$ cat src/hw/rtl/lerc_pkg.sv
// Shared constants, types and queue entry layout for the linear extrapolation
// residual block. No dependencies; every other file but lerc_ram imports this package.
package lerc_pkg;

	localparam int COORD_BITS = 16;
	localparam int MAX_COORDS = 16384;
	localparam int IN_W       = 16;
	localparam int QB_W       = 5;
	localparam int SYM_W      = 18;
	localparam int ADDR_W     = $clog2(MAX_COORDS);
	localparam int IDX_W      = $clog2(MAX_COORDS + 1);
	localparam int RES_W      = COORD_BITS + 3;
	localparam int HIST_W     = 2 * COORD_BITS;
	localparam int FIFO_DEPTH = 4;
	localparam int FIFO_PTR_W = $clog2(FIFO_DEPTH);
	localparam int FIFO_CNT_W = $clog2(FIFO_DEPTH + 1);
	localparam logic [1:0] FRAMES_PRED = 2'd2;

	// One classified coordinate with both history values resolved.
	typedef struct packed {
		logic [COORD_BITS-1:0] value;
		logic [COORD_BITS-1:0] one_back;
		logic [COORD_BITS-1:0] two_back;
		logic [QB_W-1:0]       quant_bits;
		logic                  frame_end;
		logic                  is_raw;
		logic                  overflow;
	} lerc_item_t;

	typedef struct packed {
		logic [FIFO_CNT_W-1:0] count;
		logic                  empty;
	} lerc_qstat_t;

endpackage

$ cat src/hw/rtl/lerc_queue.sv
// Short register FIFO between front and back end.
// Uses lerc_pkg for the entry type and depth.
module lerc_queue import lerc_pkg::*; (
	input  logic        clk,
	input  logic        arst_n,
	input  logic        push,
	input  lerc_item_t  push_item,
	input  logic        pop,
	output lerc_item_t  pop_item,
	output lerc_qstat_t qstat
);
	lerc_item_t            entries_q [FIFO_DEPTH];
	logic [FIFO_PTR_W-1:0] wr_ptr_q;
	logic [FIFO_PTR_W-1:0] rd_ptr_q;
	logic [FIFO_CNT_W-1:0] count_q;

	function automatic logic [FIFO_PTR_W-1:0] ptr_next(input logic [FIFO_PTR_W-1:0] p);
		ptr_next = (p == FIFO_PTR_W'(FIFO_DEPTH - 1)) ? '0 : p + FIFO_PTR_W'(1);
	endfunction

	always_ff @(posedge clk or negedge arst_n) begin
		if (!arst_n) begin
			wr_ptr_q <= '0;
			rd_ptr_q <= '0;
			count_q  <= '0;
		end else begin
			if (push) begin
				wr_ptr_q <= ptr_next(wr_ptr_q);
			end
			if (pop) begin
				rd_ptr_q <= ptr_next(rd_ptr_q);
			end
			if (push && !pop) begin
				count_q <= count_q + FIFO_CNT_W'(1);
			end else if (pop && !push) begin
				count_q <= count_q - FIFO_CNT_W'(1);
			end
		end
	end

	always_ff @(posedge clk) begin
		if (push) begin
			entries_q[wr_ptr_q] <= push_item;
		end
	end

	assign pop_item    = entries_q[rd_ptr_q];
	assign qstat.count = count_q;
	assign qstat.empty = (count_q == '0);
endmodule

$ cat config.mk
export PLATFORM = sky130hd
export DESIGN_NAME = lerc_queue
export DESIGN_NICKNAME = d
export VERILOG_FILES = /design/src/hw/rtl/lerc_pkg.sv /design/src/hw/rtl/lerc_queue.sv
export SDC_FILE = /design/constraint.sdc
export NUM_CORES = 1
export LEC_CHECK = 0
export BUFFER_PORTS_ARGS = -buffer_cell sky130_fd_sc_hd__buf_2
export CAP_MARGIN = 25
export CORE_MARGIN = 1
export CORE_UTILIZATION = 51
export DETAILED_ROUTE_END_ITERATION = 8
export PLACE_DENSITY = 0.75
export REMOVE_ABC_BUFFERS = 1
export SYNTH_ARGS = -nofsm -noshare
export SYNTH_HDL_FRONTEND = slang
export SYNTH_SLANG_ARGS = --single-unit
$ cat constraint.sdc
create_clock -name clk -period 2.55 [get_ports clk]
set_input_delay 0.1275 -clock clk [delete_from_list [all_inputs] [get_ports clk]]
set_output_delay 0.1275 -clock clk [all_outputs]
set_load 0.02 [all_outputs]
==> impl_metrics.csv, run 1 <==
group,metric,value,unit
global_routing,grt.overflow.total,0,
final_layout,fin_util,0.668,
timing,slew_violations,0,
critical_path,critPathSlowestCell,"dfrtp_2",
timing,finalSetupViolations,0,
critical_path,worstPathCellList,"buf_4, mux4_2, buf_2",
critical_path,path_class,"reg -> out",
pwr,vdd_ir_drop_max,0.821,mV
pwr,leakage,3.78,nW
final_layout,area_growth,26.5,%
logic_synthesis,async_reset_ff_frac,0.0303,
routing,first_pass_iters,4,
global_routing,grt_max_degree,60,
die,core,16100,µm²
logic_synthesis,yosys_register_bits,231,
place,pre_cts_slack,0.689,ns
timing,period_share,0.916,
timing,fin_crit,2.34,ns
place,place_inst,663,
pwr,p_int,8.52,mW
critical_path,crit_buf_inv,2,
pwr,p_switching,3.64,mW
logic_synthesis,syn-cell-area,8510,µm²
logic_synthesis,ys.flop_type,"edfxtp_1",
die,dieArea,17200,µm²
critical_path,critPathArrivalTime,2.21,ns
routing,drt_iter0_drc,201,
routing,num_vias,4009,
final_layout,fin_cells,763,
timing,fmax,0.428,GHz
die,die_x,131,µm
global_routing,grt_usage,0.187,
timing,tightest_slew,0.736,ns
final_layout,fin_nets,599,
run,maxCapViolCount,0,
clocking,clk_pin_slew,0.06,ns
timing,relSlewSlack,0.509,
clocking,tritoncts,"yes",
routing,antenna_left,0,
critical_path,cp_top_family,"flip-flops",
pwr,finalPower,12.2,mW
logic_synthesis,yosysSeqAreaShare,0.811,
clocking,clock_path_buffers,3,
global_routing,grt_pass1_wl,24400,µm
place,post-dp-hpwl,9320,µm
clocking,htreeDepth,1,
clocking,post_cts_buffers,0,
final_layout,drive_gt1_frac,0.417,
die,start_util,0.528,
critical_path,endpoint_kind,"output pin",
run_status,status,"finished, final reports clean",
global_routing,grt_pass1_vias,4478,
pwr,p_comb_frac,0.300,
clocking,clk_latency,0.49,ns
timing,fin_skew,0.0105,ns
die,rows,46,
pwr,cellPowerDensity,1130,nW/µm²
logic_synthesis,synth_top_area_cell,"edfxtp_1",
die,die_h,131,µm
logic_synthesis,yosys.area.top_type_share,0.790,
timing,finalHoldViolations,0,
logic_synthesis,synth_common_cells,"edfxtp_1 (224), mux4_2 (56), dfrtp_1 (7)",
place,port_buffers,119,
logic_synthesis,synth.avg_cell_area,25.9,µm²
clocking,cts_resized,0,
pwr,seq_power_share,0.423,
clocking,clock-sinks,231,
timing,rsz0062_at_grt,"false",
pwr,sw_frac_of_total,0.299,
routing,drcViolationCount,0,
global_routing,antenna_found_initial,0,
die,ios,120,
routing,drt-total-wl,15200,µm
worst_hold_path,hold_class,"in -> reg",
logic_synthesis,yosysUniqueCellTypes,20,
final_layout,diodes,0,
critical_path,cp.required,2.42,ns
logic_synthesis,synth_edf_count,224,
clocking,cts_inserted_buffers,23,
logic_synthesis,yosys-top-cells-area,"edfxtp_1 (79%), mux4_2 (15%), dfrtp_1 (2.1%), ha_1 (0.88%), buf_12 (0.71%)",
critical_path,worst-path-max-fanout,29,
logic_synthesis,ys_warn_count,0,
clocking,cts-root-buf,"clkbuf_16",
pwr,p_clk_frac,0.277,
logic_synthesis,yosys.cell_count.top_type,"edfxtp_1",
critical_path,cp-start-kind,"flip-flop",
logic_synthesis,synth_cells,329,
routing,wl_per_cell,20.0,µm
critical_path,cpPeakStageDelay,0.85,ns
routing,drt-vias-per-instance,5.25,
timing,setup_slack,0.213,ns
place,gp_congestion,0.667,
cell usage in the layout, fill, tap and decap left out, types with 5 or more instances in the layout:
master and count:
ha_1 6, dlygate4sd3_1 60, edfxtp_1 224, buf_2 119
buf_4 8, clkbuf_16 23, mux4_2 56, dfrtp_1 5
path summary, 6_finish.rpt:
path | start | end | slack (ns) | cells after the start
max | rd_ptr_q[1] | pop_item[48] | 0.21 | 3
min | push_item[43] | entries_q[3][43] | 0.37 | 2
max reg2reg | wr_ptr_q[1] | entries_q[1][23] | 0.76 | 4
min reg2reg | count_q[2] | count_q[2] | 0.52 | 1
max in group asynchronous | arst_n | rd_ptr_q[0] | 1.66 | 3
min in group asynchronous | arst_n | count_q[0] | 0.61 | 3
routing by layer:
layer	global-route usage	routed length, µm
met3	0.0432	870
met1	0.235	6210
met2	0.325	7940
met5	0	0
met4	0.0516	224
logic make-up (layout without fill, tap and decap cells):
| kind of cell | count (synthesis) | count (layout) | share of synthesized area |
|---|---|---|---|
| flip-flops | 231 | 231 | 0.811 |
| multiplexers | 59 | 59 | 0.152 |
| XOR/XNOR | 3 | 3 | 0.00309 |
| AND/OR/NAND/NOR | 10 | 10 | 0.00573 |
| AO/OA/AOI/OAI | 2 | 2 | 0.00118 |
| buffers and inverters | 17 | 235 | 0.0160 |
| adder cells (fa/ha/maj) | 7 | 7 | 0.0112 |
power by group through the flow:
stage	sequential, mW	clock, mW	combinational [mW]
detailed placement	5.23	0	3.66
global placement	5.18	0	3.60
CTS	5.16	3.46	3.74
global route	5.21	3.59	3.93
floorplan	5.43	0	2.22
finish	5.14	3.37	3.65
metrics by stage:
stage | area, µm² | hold WS [ns] | setup TNS (ns)
finish | 10800 | 0.372 | 0
detailed placement | 9410 | -0.0239 | 0
floorplan | 8390 | -0.168 | -35.51
CTS | 10800 | 0.352 | 0
global route | 10800 | 0.363 | 0
global placement | 9410 | -0.0290 | 0
state kept, by name, indices dropped and copies added (netlist names):
signal,flops
count_q,3
rd_ptr_q,2
wr_ptr_q,2
entries_q,224
cell type report:
type	instances	area [µm²]
Clock buffer	27	591
Clock inverter	13	168
Fill cell	1074	5340
Inverter	4	15.0
Multi-Input combinational cell	81	1490
Sequential cell	231	6910
Tap cell	216	270
Timing Repair Buffer	191	1340
repair_timing:
action | CTS | global route
setup endpoints to repair | 0 | 0
endpoints found under the hold margin | 235 | 0
hold buffers | 60 | 0
No activity file was read; power rests on OpenSTA's default activity.
==> inputs of run 2 (changes only) <==
--- a/config.mk
+++ b/config.mk
@@ -10,7 +10,9 @@
 export CORE_MARGIN = 1
 export CORE_UTILIZATION = 51
 export DETAILED_ROUTE_END_ITERATION = 8
+export GPL_ROUTABILITY_DRIVEN = 0
 export PLACE_DENSITY = 0.75
+export RECOVER_POWER = 50
 export REMOVE_ABC_BUFFERS = 1
 export SYNTH_ARGS = -nofsm -noshare
 export SYNTH_HDL_FRONTEND = slang
==> constraint.sdc (replaced) <==
create_clock -name clk -period 2.55 [get_ports clk]
set_input_delay 0.3825 -clock clk [delete_from_list [all_inputs] [get_ports clk]]
set_output_delay 0.3825 -clock clk [all_outputs]
set_load 0.02 [all_outputs]
==> impl_metrics.csv, run 2 (same netlist as run 1, synthesis figures left out) <==
group,metric,value,unit
timing,tightest_slew,1.17,ns
die,die_h,131,µm
pwr,p_switching,3.58,mW
critical_path,critPathSlowestCell,"dfrtp_4",
pwr,seq_power_share,0.437,
clocking,htreeDepth,1,
critical_path,cpPeakStageDelay,0.57,ns
clocking,clk_latency,0.49,ns
critical_path,rr_endpoint,"entries_q[1][14]",
critical_path,rrSetupSlack,0.30,ns
die,rows,46,
pwr,sw_frac_of_total,0.304,
clocking,tritoncts,"yes",
final_layout,regMostFlops,"entries_q",
final_layout,drive_gt1_frac,0.340,
final_layout,fin_nets,542,
routing,first_pass_iters,4,
critical_path,path_class,"reg -> out",
routing,route.met3.wl,812,µm
critical_path,worst-path-max-fanout,22,
clocking,cts_resized,0,
routing,drt-total-wl,14800,µm
critical_path,r2r_cells,4,
clocking,clk_pin_slew,0.06,ns
critical_path,cp.required,2.17,ns
die,die_x,131,µm
final_layout,top_regs,"entries_q x224, count_q x3",
final_layout,final_cell_area,10000,µm²
routing,drt-vias-per-instance,5.37,
global_routing,grt_max_degree,35,
pwr,cellPowerDensity,1170,nW/µm²
timing,finalHoldViolations,0,
global_routing,antenna_found_initial,1,
die,start_util,0.528,
place,pre_cts_slack,0.465,ns
routing,antenna_left,0,
final_layout,layout_common_cells,"edfxtp_1 (224), clkbuf_1 (64), buf_2 (61)",
place,port_buffers,119,
pwr,leakage,3.34,nW
timing,period_share,0.955,
routing,met2_length,7430,µm
place,post-dp-hpwl,9300,µm
timing,fmax,0.411,GHz
global_routing,grt_pass1_vias,4227,
place,dpl_cell_area,9430,µm²
critical_path,critPathArrivalTime,2.05,ns
die,core,16100,µm²
timing,slew_violations,0,
clocking,clock-sinks,231,
worst_hold_path,hold_class,"in -> reg",
routing,top_layer,"met4",
critical_path,cp-start-kind,"flip-flop",
pwr,p_clk_frac,0.255,
die,ios,120,
timing,relSlewSlack,0.221,
routing,drt_iter0_drc,241,
timing,fin_skew,0.00913,ns
routing,num_vias,3784,
global_routing,grt_pass1_wl,23600,µm
routing,wl_per_cell,21.0,µm
die,dieArea,17200,µm²
critical_path,timing.rr.start,"wr_ptr_q[1]",
run,maxCapViolCount,0,
clocking,cts-root-buf,"clkbuf_16",
pwr,finalPower,11.8,mW
critical_path,critPathLaunch,"rd_ptr_q[0]",
clocking,clock_path_buffers,3,
timing,rsz0062_at_grt,"false",
global_routing,grt_usage,0.180,
timing,finalSetupViolations,0,
critical_path,worstPathCellList,"buf_12, mux4_2, buf_2",
pwr,p_int,8.19,mW
routing,drt-met1-wl,6320,µm
critical_path,endpoint_kind,"output pin",
global_routing,grt.overflow.total,0,
routing,drcViolationCount,0,
timing,setup_slack,0.115,ns
final_layout,layout_commonest_cell,"edfxtp_1",
clocking,cts_inserted_buffers,23,
critical_path,cp-endpoint,"pop_item[39]",
pwr,vdd_ir_drop_max,0.645,mV
final_layout,area_growth,18.0,%
final_layout,largest_reg_flops,224,
pwr,p_comb_frac,0.308,
run_status,status,"finished, final reports clean",
timing,fin_crit,2.43,ns
run 2: changes by cell type in the layout (fill, tap and decap cells not counted), sizes merged:
cell	delta
clkbuf	+60
dlygate4sd3	-59
buf	-56
bufinv	-3
clkinv	-1
diode	+1
run 2: how the worst min path moves through the flow:
stage,start,to,slack (ns),depth (start not counted)
4_1_cts,push_item[25],entries_q[2][25],0.08,1
2_1_floorplan,arst_n,count_q[0],0.09,0
5_1_grt,push_item[25],entries_q[2][25],0.14,1
3_3_place_gp,arst_n,wr_ptr_q[1],0.22,1
3_5_place_dp,arst_n,wr_ptr_q[1],0.23,1
6_report,push_item[25],entries_q[2][25],0.14,1
run 2: layout make-up:
cell class	instances	area [µm²]
clock inverters	9	63.8
multi-input cells	81	1480
diodes	1	2.50
inverters	4	15.0
well taps	216	270
clock buffers	29	598
fillers	1158	6070
repair buffers	134	704
flip-flops and latches	231	6910
run 2: power by group through the flow:
stage	Sequential [mW]	Combinational (mW)	Clock, mW
floorplan	5.43	2.22	0
global placement	5.21	3.61	0
detailed placement	5.26	3.65	0
CTS	5.15	3.73	3.08
global route	5.21	3.88	3.22
finish	5.14	3.63	3.00
run 2: worst max-delay path, delay by kind of cell, from the launching register on:
kind | cells | cell delay [ns]
flops | 1 | 0.57
mux | 1 | 0.56
buf+inv | 2 | 0.43
run 2: what timing repair did:
action,CTS,global route
endpoints found under the hold margin,7,0
buffers inserted,1,0
hold buffers,1,0
setup endpoints to repair,37,0
run 2: routing by layer:
layer,global-route usage,up-vias
li1,-,1697
met1,0.246,1953
met2,0.300,113
met3,0.0374,21
met4,0.0458,0
met5,0,-
run 2: stage by stage:
step,TNS (ns),instances,utilization,hold slack (ns)
after detailed placement,0,664,0.585,0.232
after CTS,0,704,0.628,0.0807
after global placement,0,664,0.585,0.224
after floorplan,-49.79,316,-,0.0869
after global routing,0,704,0.623,0.141
final,0,705,0.623,0.135
==> inputs of run 3 (changes only) <==
--- a/config.mk
+++ b/config.mk
@@ -5,13 +5,13 @@
 export SDC_FILE = /design/constraint.sdc
 export NUM_CORES = 1
 export LEC_CHECK = 0
-export BUFFER_PORTS_ARGS = -buffer_cell sky130_fd_sc_hd__buf_2
+export BUFFER_PORTS_ARGS = -buffer_cell sky130_fd_sc_hd__buf_4
 export CAP_MARGIN = 25
 export CORE_MARGIN = 1
-export CORE_UTILIZATION = 51
+export CORE_UTILIZATION = 57
 export DETAILED_ROUTE_END_ITERATION = 8
 export GPL_ROUTABILITY_DRIVEN = 0
-export PLACE_DENSITY = 0.75
+export PLACE_DENSITY = 0.79
 export RECOVER_POWER = 50
 export REMOVE_ABC_BUFFERS = 1
 export SYNTH_ARGS = -nofsm -noshare
==> constraint.sdc (replaced) <==
create_clock -name clk -period 2.3 [get_ports clk]
set_input_delay 0.345 -clock clk [delete_from_list [all_inputs] [get_ports clk]]
set_output_delay 0.345 -clock clk [all_outputs]
set_load 0.02 [all_outputs]
==> impl_metrics.csv, run 3 (same netlist as run 1, synthesis figures left out) <==
group,metric,value,unit
critical_path,cp.required,1.96,ns
run_status,status,"finished, final reports clean",
pwr,cellPowerDensity,1380,nW/µm²
routing,num_vias,3912,
final_layout,regMostFlops,"entries_q",
clocking,clk_pin_slew,0.06,ns
place,pre_cts_slack,0.513,ns
timing,finalSetupViolations,0,
critical_path,critPathArrivalTime,1.95,ns
critical_path,rr_endpoint,"entries_q[3][54]",
timing,setup_slack,0.00815,ns
pwr,leakage,3.56,nW
routing,drt-total-wl,16000,µm
routing,drt_iter0_drc,251,
critical_path,endpoint_kind,"output pin",
timing,period_share,0.996,
die,die_x,124,µm
final_layout,nFillCells,841,
global_routing,grt_pass1_vias,4208,
worst_hold_path,hold_class,"in -> reg",
run,maxCapViolCount,0,
die,ios,120,
critical_path,cp-start-kind,"flip-flop",
critical_path,r2r_cells,3,
die,start_util,0.586,
clocking,clock-sinks,231,
die,die_h,124,µm
final_layout,fin_util,0.724,
final_layout,top_regs,"entries_q x224, count_q x3",
final_layout,fin_cells,682,
final_layout,drive_gt1_frac,0.363,
timing,rsz0062_at_grt,"true",
critical_path,worst-path-max-fanout,7,
critical_path,timing.rr.start,"wr_ptr_q[0]",
clocking,clk_latency,0.50,ns
clocking,clock_path_buffers,3,
routing,antenna_left,0,
routing,drt-vias-per-instance,5.74,
timing,fin_crit,2.29,ns
clocking,cts-root-buf,"clkbuf_16",
routing,wl_per_cell,23.5,µm
pwr,vdd_ir_drop_max,0.925,mV
worst_hold_path,whs_path_depth,1,
timing,fin_skew,0.00786,ns
worst_hold_path,hold_end,"entries_q[2][30]",
die,dieArea,15400,µm²
clocking,tritoncts,"yes",
global_routing,grt_max_degree,49,
place,post-dp-hpwl,8890,µm
routing,drcViolationCount,0,
die,core,14500,µm²
timing,tightest_slew,0.802,ns
clocking,htreeDepth,1,
final_layout,diodes,0,
pwr,finalPower,14.6,mW
place,port_buffers,119,
final_layout,layout_commonest_cell,"edfxtp_1",
final_layout,layout_common_cells,"edfxtp_1 (224), clkbuf_1 (57), mux4_2 (56)",
place,place_inst,631,
global_routing,grt_usage,0.202,
timing,slew_violations,0,
timing,fmax,0.436,GHz
clocking,cts_inserted_buffers,23,
critical_path,rrSetupSlack,0.32,ns
die,rows,44,
timing,finalHoldViolations,0,
timing,relSlewSlack,0.465,
worst_hold_path,hp-start,"push_item[30]",
global_routing,antenna_found_initial,1,
final_layout,largest_reg_flops,224,
global_routing,grt_pass1_wl,23500,µm
final_layout,area_growth,23.7,%
critical_path,path_class,"reg -> out",
final_layout,fin_nets,549,
routing,first_pass_iters,4,
global_routing,grt.overflow.total,0,
-- run 3: changes by cell type in the layout (fill, tap and decap cells not counted), sizes merged --
cell / delta
bufinv: +4
diode: -1
clkbuf: -2
buf: +3
clkinv: +3
clkinvlp: +2
-- run 3: per-layer routing --
layer  vias to the layer above  GRT usage  part of all wire
li1                       1713          -                 -
met1                      2028      0.271              0.39
met2                       144      0.331              0.51
met4                         2     0.0560             0.016
met5                         -          0           0.00075
met3                        25     0.0522             0.075
-- run 3: worst max-delay path by stage --
stage | from | end | depth (start not counted) | slack, ns
after floorplan | rd_ptr_q[0] | pop_item[0] | 1 | -1.08
after global placement | rd_ptr_q[0] | pop_item[42] | 3 | 0.52
after detailed placement | rd_ptr_q[0] | pop_item[42] | 3 | 0.51
after CTS | rd_ptr_q[0] | pop_item[38] | 3 | -0.02
after global routing | rd_ptr_q[0] | pop_item[55] | 4 | -0.03
final | rd_ptr_q[0] | pop_item[45] | 4 | 0.008
-- run 3: metrics by stage --
| step | setup TNS [ns] | hold WS (ns) | cell area, µm² |
|---|---|---|---|
| after floorplan | -72.22 | 0.0494 | 8390 |
| after global placement | 0 | 0.168 | 9710 |
| after detailed placement | 0 | 0.171 | 9710 |
| after CTS | -0.0383 | 0.0351 | 10500 |
| after global routing | -0.528 | 0.104 | 10500 |
| final | 0 | 0.102 | 10500 |
-- run 3: what timing repair did --
item / in CTS / in global routing
cloned: 0 / 6
buffers inserted: 0 / 3
endpoints found under the setup margin: 13 / 39
pin swaps: 0 / 0
hold buffers: 1 / 0
gates resized for setup: 10 / 10
hold endpoints to repair: 7 / 0
-- run 3: worst max-delay path: stages (launching register included) --
cell       delay (ns)
dfrtp_4          0.43
buf_8            0.15
clkbuf_16        0.18
mux4_2           0.53
buf_6            0.15
-- run 3: layout make-up --
| cell class | instances | area, µm² | area share |
|---|---|---|---|
| flip-flops and latches | 231 | 6910 | 0.656 |
| multi-input cells | 81 | 1480 | 0.141 |
| repair buffers | 141 | 1100 | 0.105 |
| clock buffers | 23 | 576 | 0.0547 |
| well taps | 184 | 230 | 0.0219 |
| clock inverters | 18 | 215 | 0.0204 |
| inverters | 4 | 15.0 | 0.00143 |
-- run 3: power by group --
group / internal (mW) / switching, mW / leakage (nW)
Clock: 2.38 / 1.49 / 0.381
Combinational: 2.50 / 2.59 / 1.04
Sequential: 5.41 / 0.209 / 2.14
